[src/hdl/lgs_pkg.sv]
// ----------------------------------------------------------------------------
// lgs_pkg
// Shared types and constants for the life generation step block: request
// payloads, configuration register indexes, rule counts and memory control.
// ----------------------------------------------------------------------------
package lgs_pkg;

    // Input request: load one row or emit the board and advance
    typedef struct packed {
        logic        mode;
        logic [3:0]  row_index;
        logic [31:0] row_bits;
    } lgs_in_t;

    // Result request: one emitted row of the pre-step board
    typedef struct packed {
        logic [3:0]  out_row;
        logic [31:0] out_bits;
        logic        last_row;
    } lgs_out_t;

    // Control from the sequencer to the board memory
    typedef struct packed {
        logic wr_en;
        logic rd_en;
        logic trim;
    } lgs_mem_ctl_t;

    // Request modes
    localparam logic MODE_LOAD = 1'b0;
    localparam logic MODE_STEP = 1'b1;

    // Configuration port
    localparam int unsigned CFG_IDX_W  = 4;
    localparam int unsigned CFG_DATA_W = 8;
    localparam logic [CFG_IDX_W-1:0] REG_ACTIVE_ROWS = 4'd0;
    localparam logic [CFG_IDX_W-1:0] REG_ACTIVE_COLS = 4'd1;

    localparam logic [4:0] ACTIVE_ROWS_RESET = 5'd10;
    localparam logic [5:0] ACTIVE_COLS_RESET = 6'd20;

    // B3/S23 neighbor counts
    localparam logic [3:0] BIRTH_COUNT   = 4'd3;
    localparam logic [3:0] SURVIVE_COUNT = 4'd2;

endpackage

[src/hdl/lgs_cell.sv]
// ----------------------------------------------------------------------------
// lgs_cell
// One column lane of the rule engine: counts the eight neighbors in a 3x3
// window and applies the birth and survival rule to the center cell.
// ----------------------------------------------------------------------------
module lgs_cell (
    input  logic [2:0] above,
    input  logic [2:0] mid,
    input  logic [2:0] below,
    output logic       next_state
);
    import lgs_pkg::*;

    logic [3:0] count;

    // Sum the eight neighbors, center excluded
    assign count = 4'(above[0]) + 4'(above[1]) + 4'(above[2])
                 + 4'(mid[0])   + 4'(mid[2])
                 + 4'(below[0]) + 4'(below[1]) + 4'(below[2]);

    // Birth on three, survival on two or three
    assign next_state = (count == BIRTH_COUNT) || (mid[1] && (count == SURVIVE_COUNT));

endmodule

[src/hdl/lgs_board.sv]
// ----------------------------------------------------------------------------
// lgs_board
// Board storage: one row per entry, one write port and one registered read
// port. A valid bit per row makes unwritten or trimmed rows read as dead.
// ----------------------------------------------------------------------------
module lgs_board #(
    parameter int unsigned ROWS = 16,
    parameter int unsigned COLS = 32
) (
    input  logic                            clk,
    input  logic                            rst_n,
    input  lgs_pkg::lgs_mem_ctl_t           ctl,
    input  logic [$clog2(ROWS)-1:0]         waddr,
    input  logic [COLS-1:0]                 wdata,
    input  logic [$clog2(ROWS)-1:0]         raddr,
    input  logic [$clog2(ROWS+2)-1:0]       rows_lim,
    output logic [COLS-1:0]                 rdata
);
    import lgs_pkg::*;

    localparam int unsigned TW = $clog2(ROWS + 2);

    logic [COLS-1:0] mem [ROWS];
    logic [COLS-1:0] rd_data_reg;
    logic            rd_valid_reg;
    logic [ROWS-1:0] valid_reg;
    logic [ROWS-1:0] valid_next;

    // Write and read the row array
    always_ff @(posedge clk)
    begin
        if (ctl.wr_en)
        begin
            mem[waddr] <= wdata;
        end
        if (ctl.rd_en)
        begin
            rd_data_reg <= mem[raddr];
        end
    end

    // Mark written rows valid; drop rows past the active area on trim
    always_comb
    begin
        valid_next = valid_reg;
        if (ctl.wr_en)
        begin
            valid_next[waddr] = 1'b1;
        end
        if (ctl.trim)
        begin
            for (int y = 0; y < ROWS; y++)
            begin
                if (TW'(y) >= rows_lim)
                begin
                    valid_next[y] = 1'b0;
                end
            end
        end
    end

    always_ff @(posedge clk or negedge rst_n)
    begin
        if (!rst_n)
        begin
            valid_reg    <= '0;
            rd_valid_reg <= 1'b0;
        end
        else
        begin
            valid_reg <= valid_next;
            if (ctl.rd_en)
            begin
                rd_valid_reg <= valid_reg[raddr];
            end
        end
    end

    assign rdata = rd_valid_reg ? rd_data_reg : '0;

endmodule

[src/hdl/life_generation_step.sv]
// ----------------------------------------------------------------------------
// life_generation_step
// B3/S23 life on a bounded, non-wrapping board held as row words. A load
// request writes one row; a step request emits every active row and replaces
// the board with its next generation, one row per cycle while the output is
// not stalled, through a three-row window and one rule lane per column.
//
//   channel | signals                          | direction | payload
//   --------+----------------------------------+-----------+------------------
//   in      | in_valid, in_stall, in_data      | to block  | lgs_in_t
//   out     | out_valid, out_stall, out_data   | from block| lgs_out_t
//   cfg     | cfg_valid, cfg_ready, cfg_index, | to block  | index, data
//           | cfg_data                         |           |
//
// A load request is taken while idle. A step request keeps in_stall high from
// acceptance until its final slot: one board row is read per cycle from the
// single read port of the board memory while the output does not stall, and
// the window fills before the first row is emitted.
// Reset leaves every cell dead through per-row valid bits; no clearing pass.
// Output stall freezes the whole row pipeline; in_stall is high during a step.
// ----------------------------------------------------------------------------
module life_generation_step #(
    parameter int unsigned ROWS = 16,
    parameter int unsigned COLS = 32
) (
    input  logic                                clk,
    input  logic                                rst_n,
    input  logic                                in_valid,
    output logic                                in_stall,
    input  lgs_pkg::lgs_in_t                    in_data,
    output logic                                out_valid,
    input  logic                                out_stall,
    output lgs_pkg::lgs_out_t                   out_data,
    input  logic                                cfg_valid,
    output logic                                cfg_ready,
    input  logic [lgs_pkg::CFG_IDX_W-1:0]       cfg_index,
    input  logic [lgs_pkg::CFG_DATA_W-1:0]      cfg_data
);
    import lgs_pkg::*;

    localparam int unsigned AW = $clog2(ROWS);
    localparam int unsigned TW = $clog2(ROWS + 2);
    localparam logic [7:0] ROWS8 = 8'(ROWS);
    localparam logic [7:0] COLS8 = 8'(COLS);

    typedef enum logic [1:0] {
        ST_IDLE = 2'b01,
        ST_RUN  = 2'b10
    } state_t;

    state_t          state_reg, state_next;
    logic [TW-1:0]   t_reg, t_next;
    logic [4:0]      active_rows_reg;
    logic [5:0]      active_cols_reg;
    logic [COLS-1:0] prev1_reg;
    logic [COLS-1:0] prev2_reg;
    logic            out_valid_reg, out_valid_next;
    lgs_out_t        out_data_reg;

    logic [7:0]      rows8;
    logic [7:0]      cols8;
    logic [TW-1:0]   rows_eff;
    logic [TW-1:0]   last_t;
    logic [COLS-1:0] cmask;
    logic            accept;
    logic            advance;
    logic            emit;
    logic [7:0]      t8;
    logic [7:0]      ctr8;
    logic [7:0]      idx8;
    logic [127:0]    load_wide;
    logic            load_hit;
    logic [COLS-1:0] rdata;
    logic [COLS-1:0] in_word;
    logic [COLS+1:0] pad_above;
    logic [COLS+1:0] pad_mid;
    logic [COLS+1:0] pad_below;
    logic [COLS-1:0] lane_next;
    logic [COLS-1:0] new_row;
    logic [127:0]    out_wide;
    lgs_mem_ctl_t    mem_ctl;
    logic [AW-1:0]   waddr;
    logic [COLS-1:0] wdata;

    // Clamp the active area to the board
    always_comb
    begin
        rows8 = {3'b000, active_rows_reg};
        if (rows8 == 8'd0)
        begin
            rows8 = 8'd1;
        end
        else if (rows8 > ROWS8)
        begin
            rows8 = ROWS8;
        end
        cols8 = {2'b00, active_cols_reg};
        if (cols8 == 8'd0)
        begin
            cols8 = 8'd1;
        end
        else if (cols8 > COLS8)
        begin
            cols8 = COLS8;
        end
    end

    assign rows_eff = rows8[TW-1:0];
    assign last_t   = rows_eff + TW'(1);

    // Column mask of the active area
    always_comb
    begin
        for (int c = 0; c < COLS; c++)
        begin
            cmask[c] = (8'(c) < cols8);
        end
    end

    // Handshakes
    assign in_stall  = (state_reg != ST_IDLE);
    assign accept    = in_valid && !in_stall;
    assign advance   = (state_reg == ST_RUN) && (!out_valid_reg || !out_stall);
    assign emit      = advance && (t_reg >= TW'(2));
    assign cfg_ready = 1'b1;

    // Row counters: t is the read slot, the center row lags it by two
    assign t8   = {{(8 - TW){1'b0}}, t_reg};
    assign ctr8 = t8 - 8'd2;
    assign idx8 = {4'b0000, in_data.row_index};

    // Load path
    assign load_wide = {96'd0, in_data.row_bits};
    assign load_hit  = accept && (in_data.mode == MODE_LOAD) && (idx8 < ROWS8);

    // Sequence the step
    always_comb
    begin
        state_next = state_reg;
        t_next     = t_reg;
        unique case (state_reg)
            ST_IDLE:
            begin
                if (accept && (in_data.mode == MODE_STEP))
                begin
                    state_next = ST_RUN;
                    t_next     = '0;
                end
            end
            ST_RUN:
            begin
                if (advance)
                begin
                    t_next = t_reg + TW'(1);
                    if (t_reg == last_t)
                    begin
                        state_next = ST_IDLE;
                    end
                end
            end
            default:
            begin
                state_next = ST_IDLE;
            end
        endcase
    end

    // Hold the result until taken
    always_comb
    begin
        out_valid_next = out_valid_reg;
        if (emit)
        begin
            out_valid_next = 1'b1;
        end
        else if (!out_stall)
        begin
            out_valid_next = 1'b0;
        end
    end

    always_ff @(posedge clk or negedge rst_n)
    begin
        if (!rst_n)
        begin
            state_reg       <= ST_IDLE;
            t_reg           <= '0;
            out_valid_reg   <= 1'b0;
            active_rows_reg <= ACTIVE_ROWS_RESET;
            active_cols_reg <= ACTIVE_COLS_RESET;
        end
        else
        begin
            state_reg     <= state_next;
            t_reg         <= t_next;
            out_valid_reg <= out_valid_next;
            if (cfg_valid && cfg_ready)
            begin
                unique case (cfg_index)
                    REG_ACTIVE_ROWS: active_rows_reg <= cfg_data[4:0];
                    REG_ACTIVE_COLS: active_cols_reg <= cfg_data[5:0];
                    default:         ;
                endcase
            end
        end
    end

    // Incoming row, dead outside the active area
    assign in_word = (t_reg <= rows_eff) ? (rdata & cmask) : '0;

    // Advance the three-row window
    always_ff @(posedge clk)
    begin
        if (advance)
        begin
            if (t_reg == '0)
            begin
                prev1_reg <= '0;
            end
            else
            begin
                prev2_reg <= prev1_reg;
                prev1_reg <= in_word;
            end
        end
    end

    // One rule lane per column
    assign pad_above = {1'b0, prev2_reg, 1'b0};
    assign pad_mid   = {1'b0, prev1_reg, 1'b0};
    assign pad_below = {1'b0, in_word, 1'b0};

    for (genvar c = 0; c < COLS; c++)
    begin : g_lane
        lgs_cell u_cell (
            .above      (pad_above[c+2:c]),
            .mid        (pad_mid[c+2:c]),
            .below      (pad_below[c+2:c]),
            .next_state (lane_next[c])
        );
    end

    // Merge the lanes into the next-generation row
    assign new_row = lane_next & cmask;

    // Load the result register with the pre-step row
    assign out_wide = {{(128 - COLS){1'b0}}, prev1_reg};

    always_ff @(posedge clk)
    begin
        if (emit)
        begin
            out_data_reg.out_row  <= ctr8[3:0];
            out_data_reg.out_bits <= out_wide[31:0];
            out_data_reg.last_row <= (t_reg == last_t);
        end
    end

    assign out_valid = out_valid_reg;
    assign out_data  = out_data_reg;

    // Drive the board port: step writes back while running, loads otherwise
    always_comb
    begin
        mem_ctl.rd_en = advance && (t_reg < rows_eff);
        mem_ctl.trim  = advance && (t_reg == last_t);
        if (state_reg == ST_RUN)
        begin
            mem_ctl.wr_en = emit;
            waddr         = ctr8[AW-1:0];
            wdata         = new_row;
        end
        else
        begin
            mem_ctl.wr_en = load_hit;
            waddr         = idx8[AW-1:0];
            wdata         = load_wide[COLS-1:0];
        end
    end

    lgs_board #(
        .ROWS (ROWS),
        .COLS (COLS)
    ) u_board (
        .clk      (clk),
        .rst_n    (rst_n),
        .ctl      (mem_ctl),
        .waddr    (waddr),
        .wdata    (wdata),
        .raddr    (t_reg[AW-1:0]),
        .rows_lim (rows_eff),
        .rdata    (rdata)
    );

    // The final slot of a step returns the sequencer to idle
    a_step_ends: assert property (@(posedge clk) disable iff (!rst_n)
        (advance && (t_reg == last_t)) |=> (state_reg == ST_IDLE))
        else $error("step did not end after the final row");

    // The final slot leaves a result marked last
    a_last_marked: assert property (@(posedge clk) disable iff (!rst_n)
        (advance && (t_reg == last_t)) |=> (out_valid && out_data.last_row))
        else $error("final row not marked last");

    // Write-back stays inside the active rows
    a_wb_range: assert property (@(posedge clk) disable iff (!rst_n)
        ((state_reg == ST_RUN) && mem_ctl.wr_en) |-> (ctr8 < rows8))
        else $error("write-back outside active rows");

    // The slot counter never runs past the final slot
    a_slot_bound: assert property (@(posedge clk) disable iff (!rst_n)
        (state_reg == ST_RUN) |-> (t_reg <= last_t))
        else $error("slot counter overran");

endmodule

[config.mk]
export PLATFORM = sky130hd
export DESIGN_NAME = life_generation_step
export DESIGN_NICKNAME = d
export VERILOG_FILES = /design/src/hdl/lgs_pkg.sv /design/src/hdl/lgs_cell.sv /design/src/hdl/lgs_board.sv /design/src/hdl/life_generation_step.sv
export SDC_FILE = /design/constraint.sdc
export NUM_CORES = 1
export LEC_CHECK = 0
export ABC_CLOCK_PERIOD_IN_PS = 9100
export BUFFER_PORTS_ARGS = -buffer_cell sky130_fd_sc_hd__buf_2
export CAP_MARGIN = 40
export CORE_ASPECT_RATIO = 1.25
export CORE_UTILIZATION = 47
export CTS_CLUSTER_SIZE = 12
export DETAILED_ROUTE_END_ITERATION = 8
export GPL_ROUTABILITY_DRIVEN = 0
export PLACE_DENSITY_LB_ADDON = 0.2
export SYNTH_ARGS = -nofsm -noshare
export SYNTH_HDL_FRONTEND = slang
export SYNTH_SLANG_ARGS = --single-unit
export TNS_END_PERCENT = 100
[constraint.sdc]
create_clock -name clk -period 9.1 [get_ports clk]
set_input_delay 0 -clock clk [delete_from_list [all_inputs] [get_ports clk]]
set_output_delay 0 -clock clk [all_outputs]
set_load 0.05 [all_outputs]
==> results of run 1 <==
## metrics by stage
stage	hold slack [ns]	setup slack, ns
after global placement	0.150	3.18
after detailed placement	0.000124	3.69
after global routing	0.174	3.13
final	0.169	3.66
after floorplan	-0.296	3.46
after CTS	0.117	3.68
## per-layer routing
| metal | routed length [um] | GRT usage, % | up-vias | part of all wire (%) |
|---|---|---|---|---|
| met5 | 7 | 0 | - | 0.0094 |
| met4 | 1960 | 7.43 | 2 | 2.6 |
| met3 | 3840 | 3.30 | 123 | 5.2 |
| met2 | 37800 | 38.1 | 482 | 51 |
| met1 | 30500 | 28.5 | 9117 | 41 |
| li1 | - | - | 7578 | - |
## power by group through the flow
stage | clock, W | combinational [W] | sequential [W]
final | 0.00260 | 0.00221 | 0.00371
after global routing | 0.00276 | 0.00248 | 0.00372
after CTS | 0.00265 | 0.00224 | 0.00371
after detailed placement | 0 | 0.00222 | 0.00377
after global placement | 0 | 0.00204 | 0.00382
after floorplan | 0 | 0.00169 | 0.00371
## logic make-up (layout without fill, tap and decap cells)
group,count (synthesis),count (layout),share of synthesized area (%)
buffers and inverters,356,562,4.38
DFF,681,681,63.0
muxes,186,186,12.3
xor gates and xnor gates,9,9,0.245
adders and majority gates,235,235,12.1
AOI/OAI and AO/OA,153,153,3.41
and+or+nand+nor,328,328,4.61
other,1,1,0.0117
## critical path, stage by stage (launching register included)
cell                       delay (ns)
sky130_fd_sc_hd__dfstp_2         0.62
sky130_fd_sc_hd__nor2b_1         0.30
sky130_fd_sc_hd__inv_1           0.15
sky130_fd_sc_hd__ha_1            0.31
sky130_fd_sc_hd__nor2b_1         0.13
sky130_fd_sc_hd__o21ai_0         0.22
sky130_fd_sc_hd__a32oi_1         0.13
sky130_fd_sc_hd__nand2b_1        0.17
sky130_fd_sc_hd__buf_4           0.26
sky130_fd_sc_hd__or2_2           0.40
sky130_fd_sc_hd__fa_1            0.54
sky130_fd_sc_hd__inv_1           0.05
sky130_fd_sc_hd__fa_1            0.38
sky130_fd_sc_hd__inv_1           0.09
sky130_fd_sc_hd__fa_1            0.41
sky130_fd_sc_hd__nor4_1          0.31
sky130_fd_sc_hd__a22o_1          0.66
## path summary, 6_finish.rpt
kind / cells after the start / end / start / slack (ns)
max: 16 / u_board.mem[15][7] / active_rows_reg[1] / 3.66
min: 2 / u_board.mem[4][20] / in_data[20] / 0.17
max reg2reg: 16 / u_board.mem[15][7] / active_rows_reg[1] / 3.66
min reg2reg: 1 / u_board.valid_reg[15] / u_board.valid_reg[15] / 0.50
max in group asynchronous: 4 / active_cols_reg[4] / rst_n / 8.31
min in group asynchronous: 4 / t_reg[0] / rst_n / 0.50
## what timing repair did
action	CTS	global route
gates resized for setup	0	0
hold endpoints to repair	156	0
hold buffers	30	0
## cell usage in the layout (no fill, tap or decap), types with 10 or more instances in the layout
| master | instances |
|---|---|
| sky130_fd_sc_hd__clkbuf_16 | 71 |
| sky130_fd_sc_hd__edfxtp_1 | 645 |
| sky130_fd_sc_hd__nor3_1 | 24 |
| sky130_fd_sc_hd__clkbuf_1 | 19 |
| sky130_fd_sc_hd__ha_1 | 110 |
| sky130_fd_sc_hd__a2bb2oi_1 | 10 |
| sky130_fd_sc_hd__o21ai_0 | 29 |
| sky130_fd_sc_hd__buf_2 | 91 |
| sky130_fd_sc_hd__nand2_1 | 69 |
| sky130_fd_sc_hd__a21oi_1 | 18 |
| sky130_fd_sc_hd__fa_1 | 125 |
| sky130_fd_sc_hd__nand2b_1 | 10 |
| sky130_fd_sc_hd__inv_1 | 284 |
| sky130_fd_sc_hd__mux2_2 | 18 |
| sky130_fd_sc_hd__o22ai_1 | 10 |
| sky130_fd_sc_hd__nor2_1 | 113 |
| sky130_fd_sc_hd__a32o_1 | 21 |
| sky130_fd_sc_hd__buf_4 | 39 |
| sky130_fd_sc_hd__dfrtp_1 | 27 |
| sky130_fd_sc_hd__nand3_1 | 52 |
| sky130_fd_sc_hd__dlygate4sd3_1 | 30 |
| sky130_fd_sc_hd__mux4_2 | 165 |
| sky130_fd_sc_hd__nor2_4 | 12 |
## area by class of cell
cell class	count	area, sq um
Tap cell	864	1080
Inverter	285	1070
Clock inverter	15	96.3
Multi-Input combinational cell	912	10700
Clock buffer	93	1890
Timing Repair Buffer	169	1260
Fill cell	5221	30900
Sequential cell	681	20300
==> impl_summary.txt, run 1 <==
----------------------------------------------------
[Run status]
  Run status ... finished clean

[Route]
  Routed via count divided by cell count ... 5.73
  First-pass detailed-route iteration total ... 7
  Total DRC errors in the routed layout ... 0
  Number of nets still failing antenna checks after routing ... 0
  Wire length per cell after detailed routing ... 24.6 um
  Final wirelength ... 74100 um
  Routed via count ... 17302
  Violation count after the first detailed-route iteration ... 1505

[GRT]
  GRT Util Overall ... 22.0%
  Largest net degree at the start of global routing ... 94
  Residual overflow from global routing ... 0
  Vias in the first global route ... 18629
  Number of antenna violations at the first check in global routing ... 3
  First-pass GRT wire length ... 113000 um

[Logic synthesis]
  Count of warnings emitted by yosys ... 0
  Unique masters post-synth ... 57
  Synth top cells by count ... 645 x sky130_fd_sc_hd__edfxtp_1, 284 x sky130_fd_sc_hd__inv_1, 165 x sky130_fd_sc_hd__mux4_2, 125 x sky130_fd_sc_hd__fa_1, 125 x sky130_fd_sc_hd__nor2_1
  Syn avg cell area ... 16.5 sq um
  Proportion of synthesized chip area in sequential cells ... 63.0%
  Register bit count reported by yosys ... 681
  Biggest area contributors in the synthesized netlist ... sky130_fd_sc_hd__edfxtp_1 60%, sky130_fd_sc_hd__mux4_2 12%, sky130_fd_sc_hd__fa_1 7.8%
  Synth async-reset ratio ... 5.29%
  Prevailing post-synth register cell ... sky130_fd_sc_hd__edfxtp_1
  Cell area after synthesis ... 32200 sq um
  Synth top area share ... 60.2%
  Count of flip-flops with a built-in enable after synthesis ... 645
  Cells after synthesis ... 1949
  Library cell with the highest instance count after synthesis ... sky130_fd_sc_hd__edfxtp_1
  Net Count, Synth ... 2238
  Most area-hungry cell type in the Yosys netlist ... sky130_fd_sc_hd__edfxtp_1

[Timing]
  Number of hold-slack violations in the final timing report ... 0
  Slew headroom ... 41.2%
  Final number of max-transition violations ... 0
  Max Clk Rate ... 0.184 GHz
  Post-route fraction of the period consumed by the critical path ... 59.8%
  Skew final ... 0.0196 ns
  TNS Setup ... 0 ns
  Endpoints failing setup ... 0
  Transition time at the pin with the least slew margin ... 0.881 ns
  Unrepaired setup endpoints after global routing ... no
  Min Tclk post-route ... 5.44 ns

[Floorplanning]
  Row cnt ... 106
  Die area ... 69500 sq um
  Die X ... 236 um
  Die Y-Extent ... 295 um
  Effective utilization at floorplan ... 47.9%
  Top-Level Pins ... 94
  Core region area ... 67200 sq um

[Critical path]
  Worst Setup Start Kind ... register
  Type of the worst setup path ... reg -> reg
  Required arrival time at the worst endpoint ... 9.40 ns
  CP max FO ... 35
  Crit path capture type ... register
  Arr. time, crit path ... 5.74 ns

[Clocking]
  Longest Clk Path Bufs ... 3
  Number of levels in the clock H-tree ... 3
  Buffer count from post-CTS setup fixing ... 0
  Clock network latency to the later pin of the worst-skew pair ... 0.61 ns
  Clock root buffer ... sky130_fd_sc_hd__clkbuf_16
  CTS sink count ... 681
  Clk pin slew, worst setup/hold paths ... 0.06 ns
  TritonCTS buffer count ... 70
  Clock tree from TritonCTS ... yes

[Cells and area]
  Growth of design area from synthesis to finish ... 12.9%
  Fin cells ... 3019
  Number of nets in the finished design ... 2408
  Antenna Diode Count ... 0
  Share of final-layout standard cells stronger than drive strength 1 ... 20.7%
  Final core utilization ... 54.1%
  Number of flip-flops under the largest register name ... 512
  Final cell area excluding filler cells ... 36300 sq um

[Power and ir drop]
  Power dissipated by switching net loads ... 0.00250 W
  Reported leakage power ... 13.2 nW
  Int Pwr ... 0.00602 W
  Fraction of power consumed by the clock network ... 30.5%
  Sequential group share of total power ... 43.6%
  Gate power share ... 25.9%
  Sum of internal, switching and leakage power ... 0.00852 W
  Peak supply drop ... 0.000171 V
  Power density cells ... 234 nW/um^2
  Fraction of power spent switching nets ... 29.3%

[Placed design]
  Cell Count Post-Placement ... 2881
  Detailed Place HPWL ... 46400 um
  Placed Instance Area ... 34100 sq um
  Number of port buffers ... 90

[Flow run]
  Count of maximum capacitance violations ... 0

[Min path]
  Hold Path Class ... in -> reg

----------------------------------------------------
Power figures use the tool's default switching activity.
==> run 2: changes to the inputs <==
Settings changed: ABC_AREA set to 1, ABC_CLOCK_PERIOD_IN_PS 9100 to 5600.
Clock period 9.1 ns to 5.6 ns, I/O delays scaled along.
==> run 2 against run 1 <==
  * The run now ends with negative hold slack left
  * Non-clock buffer count increased by 1
  * First-iteration DRC count is 34% higher
  * Critical path depth up 5
  * Die area is 3.5% higher
  * Highest routed layer is now met4
==> impl_summary.txt, run 2 <==
----------------------------------------------------
[Run status]
  Run status ... finished with violations
  Violated checks ... negative hold slack

[Logic synthesis]
  Unique masters post-synth ... 56
  Simple-gate area share of the yosys netlist ... 11.8%
  Synthesized-area fraction occupied by adder cells ... 11.6%
  Most area-hungry cell type in the Yosys netlist ... sky130_fd_sc_hd__edfxtp_1
  Prevailing post-synth register cell ... sky130_fd_sc_hd__edfxtp_1
  Count of flip-flops with a built-in enable after synthesis ... 645
  Cell area after synthesis ... 33300 sq um
  Register bit count reported by yosys ... 681
  Count of warnings emitted by yosys ... 0
  Portion of netlist area occupied by mux cells ... 0%
  Proportion of synthesized chip area in sequential cells ... 60.9%
  Share of the synthesized netlist area taken by xor and xnor gates ... 0%
  Syn avg cell area ... 11.6 sq um
  Combinational family with the most area after synthesis ... simple AND/OR/NAND/NOR gates
  Synth top cells by count ... 645 x sky130_fd_sc_hd__edfxtp_1, 372 x sky130_fd_sc_hd__inv_1, 359 x sky130_fd_sc_hd__nor2_1, 358 x sky130_fd_sc_hd__nand2_1, 270 x sky130_fd_sc_hd__o21ai_0
  Synth async-reset ratio ... 5.29%
  Fraction of the mapped netlist area in compound gates ... 8.99%
  Cells after synthesis ... 2880
  Library cell with the highest instance count after synthesis ... sky130_fd_sc_hd__edfxtp_1
  Synth top area share ... 58.1%
  Biggest area contributors in the synthesized netlist ... sky130_fd_sc_hd__edfxtp_1 58%, sky130_fd_sc_hd__fa_1 7.5%, sky130_fd_sc_hd__inv_1 4.2%
  Net Count, Synth ... 3169

[Critical path]
  Crit path capture type ... register
  Required arrival time at the worst endpoint ... 5.93 ns
  CP max FO ... 16
  Arr. time, crit path ... 5.54 ns
  Type of the worst setup path ... reg -> reg
  Worst Setup Start Kind ... register

[Power and ir drop]
  Power dissipated by switching net loads ... 0.00419 W
  Gate power share ... 24.2%
  Int Pwr ... 0.00919 W
  Peak supply drop ... 0.000241 V
  Power density cells ... 361 nW/um^2
  Fraction of power spent switching nets ... 31.3%
  Fraction of power consumed by the clock network ... 31.6%
  Sequential group share of total power ... 44.2%
  Reported leakage power ... 14.4 nW

[Clocking]
  Clock network latency to the later pin of the worst-skew pair ... 0.62 ns
  Clock root buffer ... sky130_fd_sc_hd__clkbuf_16
  Clock tree from TritonCTS ... yes
  Longest Clk Path Bufs ... 3
  Buffer count from post-CTS setup fixing ... 0
  Number of levels in the clock H-tree ... 3
  CTS sink count ... 681
  Clk pin slew, worst setup/hold paths ... 0.06 ns
  TritonCTS buffer count ... 69

[Floorplanning]
  Core region area ... 69700 sq um
  Die Y-Extent ... 300 um
  Effective utilization at floorplan ... 47.8%
  Top-Level Pins ... 94
  Die X ... 240 um
  Die area ... 72000 sq um
  Row cnt ... 108

[Timing]
  TNS Setup ... 0 ns
  Number of hold-slack violations in the final timing report ... 54
  Skew final ... 0.0225 ns
  Final number of max-transition violations ... 0
  Endpoints failing setup ... 0
  Max Clk Rate ... 0.192 GHz
  Transition time at the pin with the least slew margin ... 0.936 ns
  Slew headroom ... 37.6%
  Worst Hold Slack ... -0.0687 ns
  Unrepaired setup endpoints after global routing ... no
  Setup slack after layout ... 0.384 ns
  Post-route fraction of the period consumed by the critical path ... 93.1%
  Min Tclk post-route ... 5.22 ns

[Cells and area]
  Share of final-layout standard cells stronger than drive strength 1 ... 11.1%
  Fin cells ... 3963
  Top library cells by usage in the layout, fill and taps aside ... 645 x sky130_fd_sc_hd__edfxtp_1, 364 x sky130_fd_sc_hd__inv_1, 352 x sky130_fd_sc_hd__nand2_1
  Number of nets in the finished design ... 3284
  Fill cell count ... 5987
  Growth of design area from synthesis to finish ... 11.4%
  Most common cell after layout, fill and taps aside ... sky130_fd_sc_hd__edfxtp_1
  Antenna Diode Count ... 0
  Number of flip-flops under the largest register name ... 512

[GRT]
  Largest net degree at the start of global routing ... 191
  Number of antenna violations at the first check in global routing ... 0
  Vias in the first global route ... 23092
  Residual overflow from global routing ... 0
  First-pass GRT wire length ... 134000 um
  GRT Util Overall ... 24.9%

[Route]
  Routed via count ... 22207
  Number of nets still failing antenna checks after routing ... 0
  Final wirelength ... 87500 um
  Routed via count divided by cell count ... 5.60
  First-pass detailed-route iteration total ... 6
  Wire length per cell after detailed routing ... 22.1 um
  Total DRC errors in the routed layout ... 0
  Violation count after the first detailed-route iteration ... 2015

[Placed design]
  Number of port buffers ... 90
  Post-Place Setup Slack ... 0.380 ns
  Cell Count Post-Placement ... 3827
  Detailed Place HPWL ... 53400 um

[Min path]
  Hold Path Class ... in -> reg

[Flow run]
  Count of maximum capacitance violations ... 0

----------------------------------------------------
## run 2: worst paths after layout
path,startpoint,to,slack (ns),cells past startpoint
worst max-delay path,active_rows_reg[3],u_board.mem[7][1],0.38,21
worst min-delay path,in_data[14],u_board.mem[7][14],-0.07,3
worst max register to register,active_rows_reg[3],u_board.mem[7][1],0.38,21
worst min register to register,prev1_reg[0],prev2_reg[0],0.52,0
max in group asynchronous,rst_n,t_reg[1],4.16,4
min in group asynchronous,rst_n,state_reg[0],0.47,3
## run 2: kinds of logic after synthesis
| family | after synthesis |
|---|---|
| AND/OR/NAND/NOR | 907 |
| flip-flops | 681 |
| AO/OA/AOI/OAI | 536 |
| buffers and inverters | 520 |
| adder cells (fa/ha/maj) | 235 |
| other | 1 |
## run 2: layout make-up
| cell class | count | area (sq um) | share of cell area (%) |
|---|---|---|---|
| Clock buffer | 90 | 1820 | 4.89 |
| Clock inverter | 14 | 159 | 0.428 |
| Inverter | 394 | 1490 | 4.02 |
| Multi-Input combinational cell | 1679 | 10900 | 29.5 |
| Sequential cell | 681 | 20300 | 54.7 |
| Tap cell | 935 | 1170 | 3.15 |
| Timing Repair Buffer | 170 | 1250 | 3.38 |
## run 2: routing by layer
metal / up-vias / GRT usage [%] / routed length, um
met2: 714 / 42.9 / 43900
met3: 174 / 2.87 / 5070
li1: 10119 / - / -
met5: - / 0 / 0
met1: 11200 / 31.9 / 35300
met4: 0 / 10.4 / 3130
## run 2: through the flow
| stage | total power, W | hold WS [ns] | utilization, % | instance area (sq um) |
|---|---|---|---|---|
| after CTS | 0.0134 | 0.0179 | 53.2 | 37100 |
| final | 0.0134 | -0.0687 | 53.2 | 37100 |
| after detailed placement | 0.00921 | -0.0918 | 49.9 | 34800 |
| after global routing | 0.0141 | 0.00445 | 53.2 | 37100 |
| after global placement | 0.00900 | 0.157 | 49.7 | 34700 |
| after floorplan | 0.00842 | -0.296 | - | 33300 |
## run 2: repair_timing
item	in CTS	in global routing
endpoints found under the setup margin	0	112
gates resized for setup	0	7
endpoints found under the hold margin	172	16
hold buffers	31	1
## run 2: critical path, cell delays in order, from the launching register on
cell and delay, ns:
sky130_fd_sc_hd__dfstp_2 0.61, sky130_fd_sc_hd__inv_2 0.07, sky130_fd_sc_hd__nor2_2 0.16, sky130_fd_sc_hd__inv_1 0.14
sky130_fd_sc_hd__ha_1 0.29, sky130_fd_sc_hd__nand2_1 0.08, sky130_fd_sc_hd__inv_1 0.06, sky130_fd_sc_hd__nand3_1 0.07
sky130_fd_sc_hd__nand4_1 0.19, sky130_fd_sc_hd__nand2_1 0.17, sky130_fd_sc_hd__nand2_1 0.09, sky130_fd_sc_hd__nor2_1 0.20
sky130_fd_sc_hd__inv_1 0.11, sky130_fd_sc_hd__fa_1 0.53, sky130_fd_sc_hd__fa_1 0.50, sky130_fd_sc_hd__inv_1 0.05
sky130_fd_sc_hd__ha_1 0.20, sky130_fd_sc_hd__fa_1 0.49, sky130_fd_sc_hd__inv_1 0.04, sky130_fd_sc_hd__nor4_1 0.31
sky130_fd_sc_hd__nand3_1 0.12, sky130_fd_sc_hd__nand2_1 0.46
## run 2: power groups by stage
stage	Combinational [W]	Clock (W)	Sequential, W
2_1_floorplan	0.00245	0	0.00597
3_3_place_gp	0.00299	0	0.00601
3_5_place_dp	0.00320	0	0.00602
4_1_cts	0.00324	0.00430	0.00591
5_1_grt	0.00368	0.00448	0.00592
6_report	0.00324	0.00423	0.00591
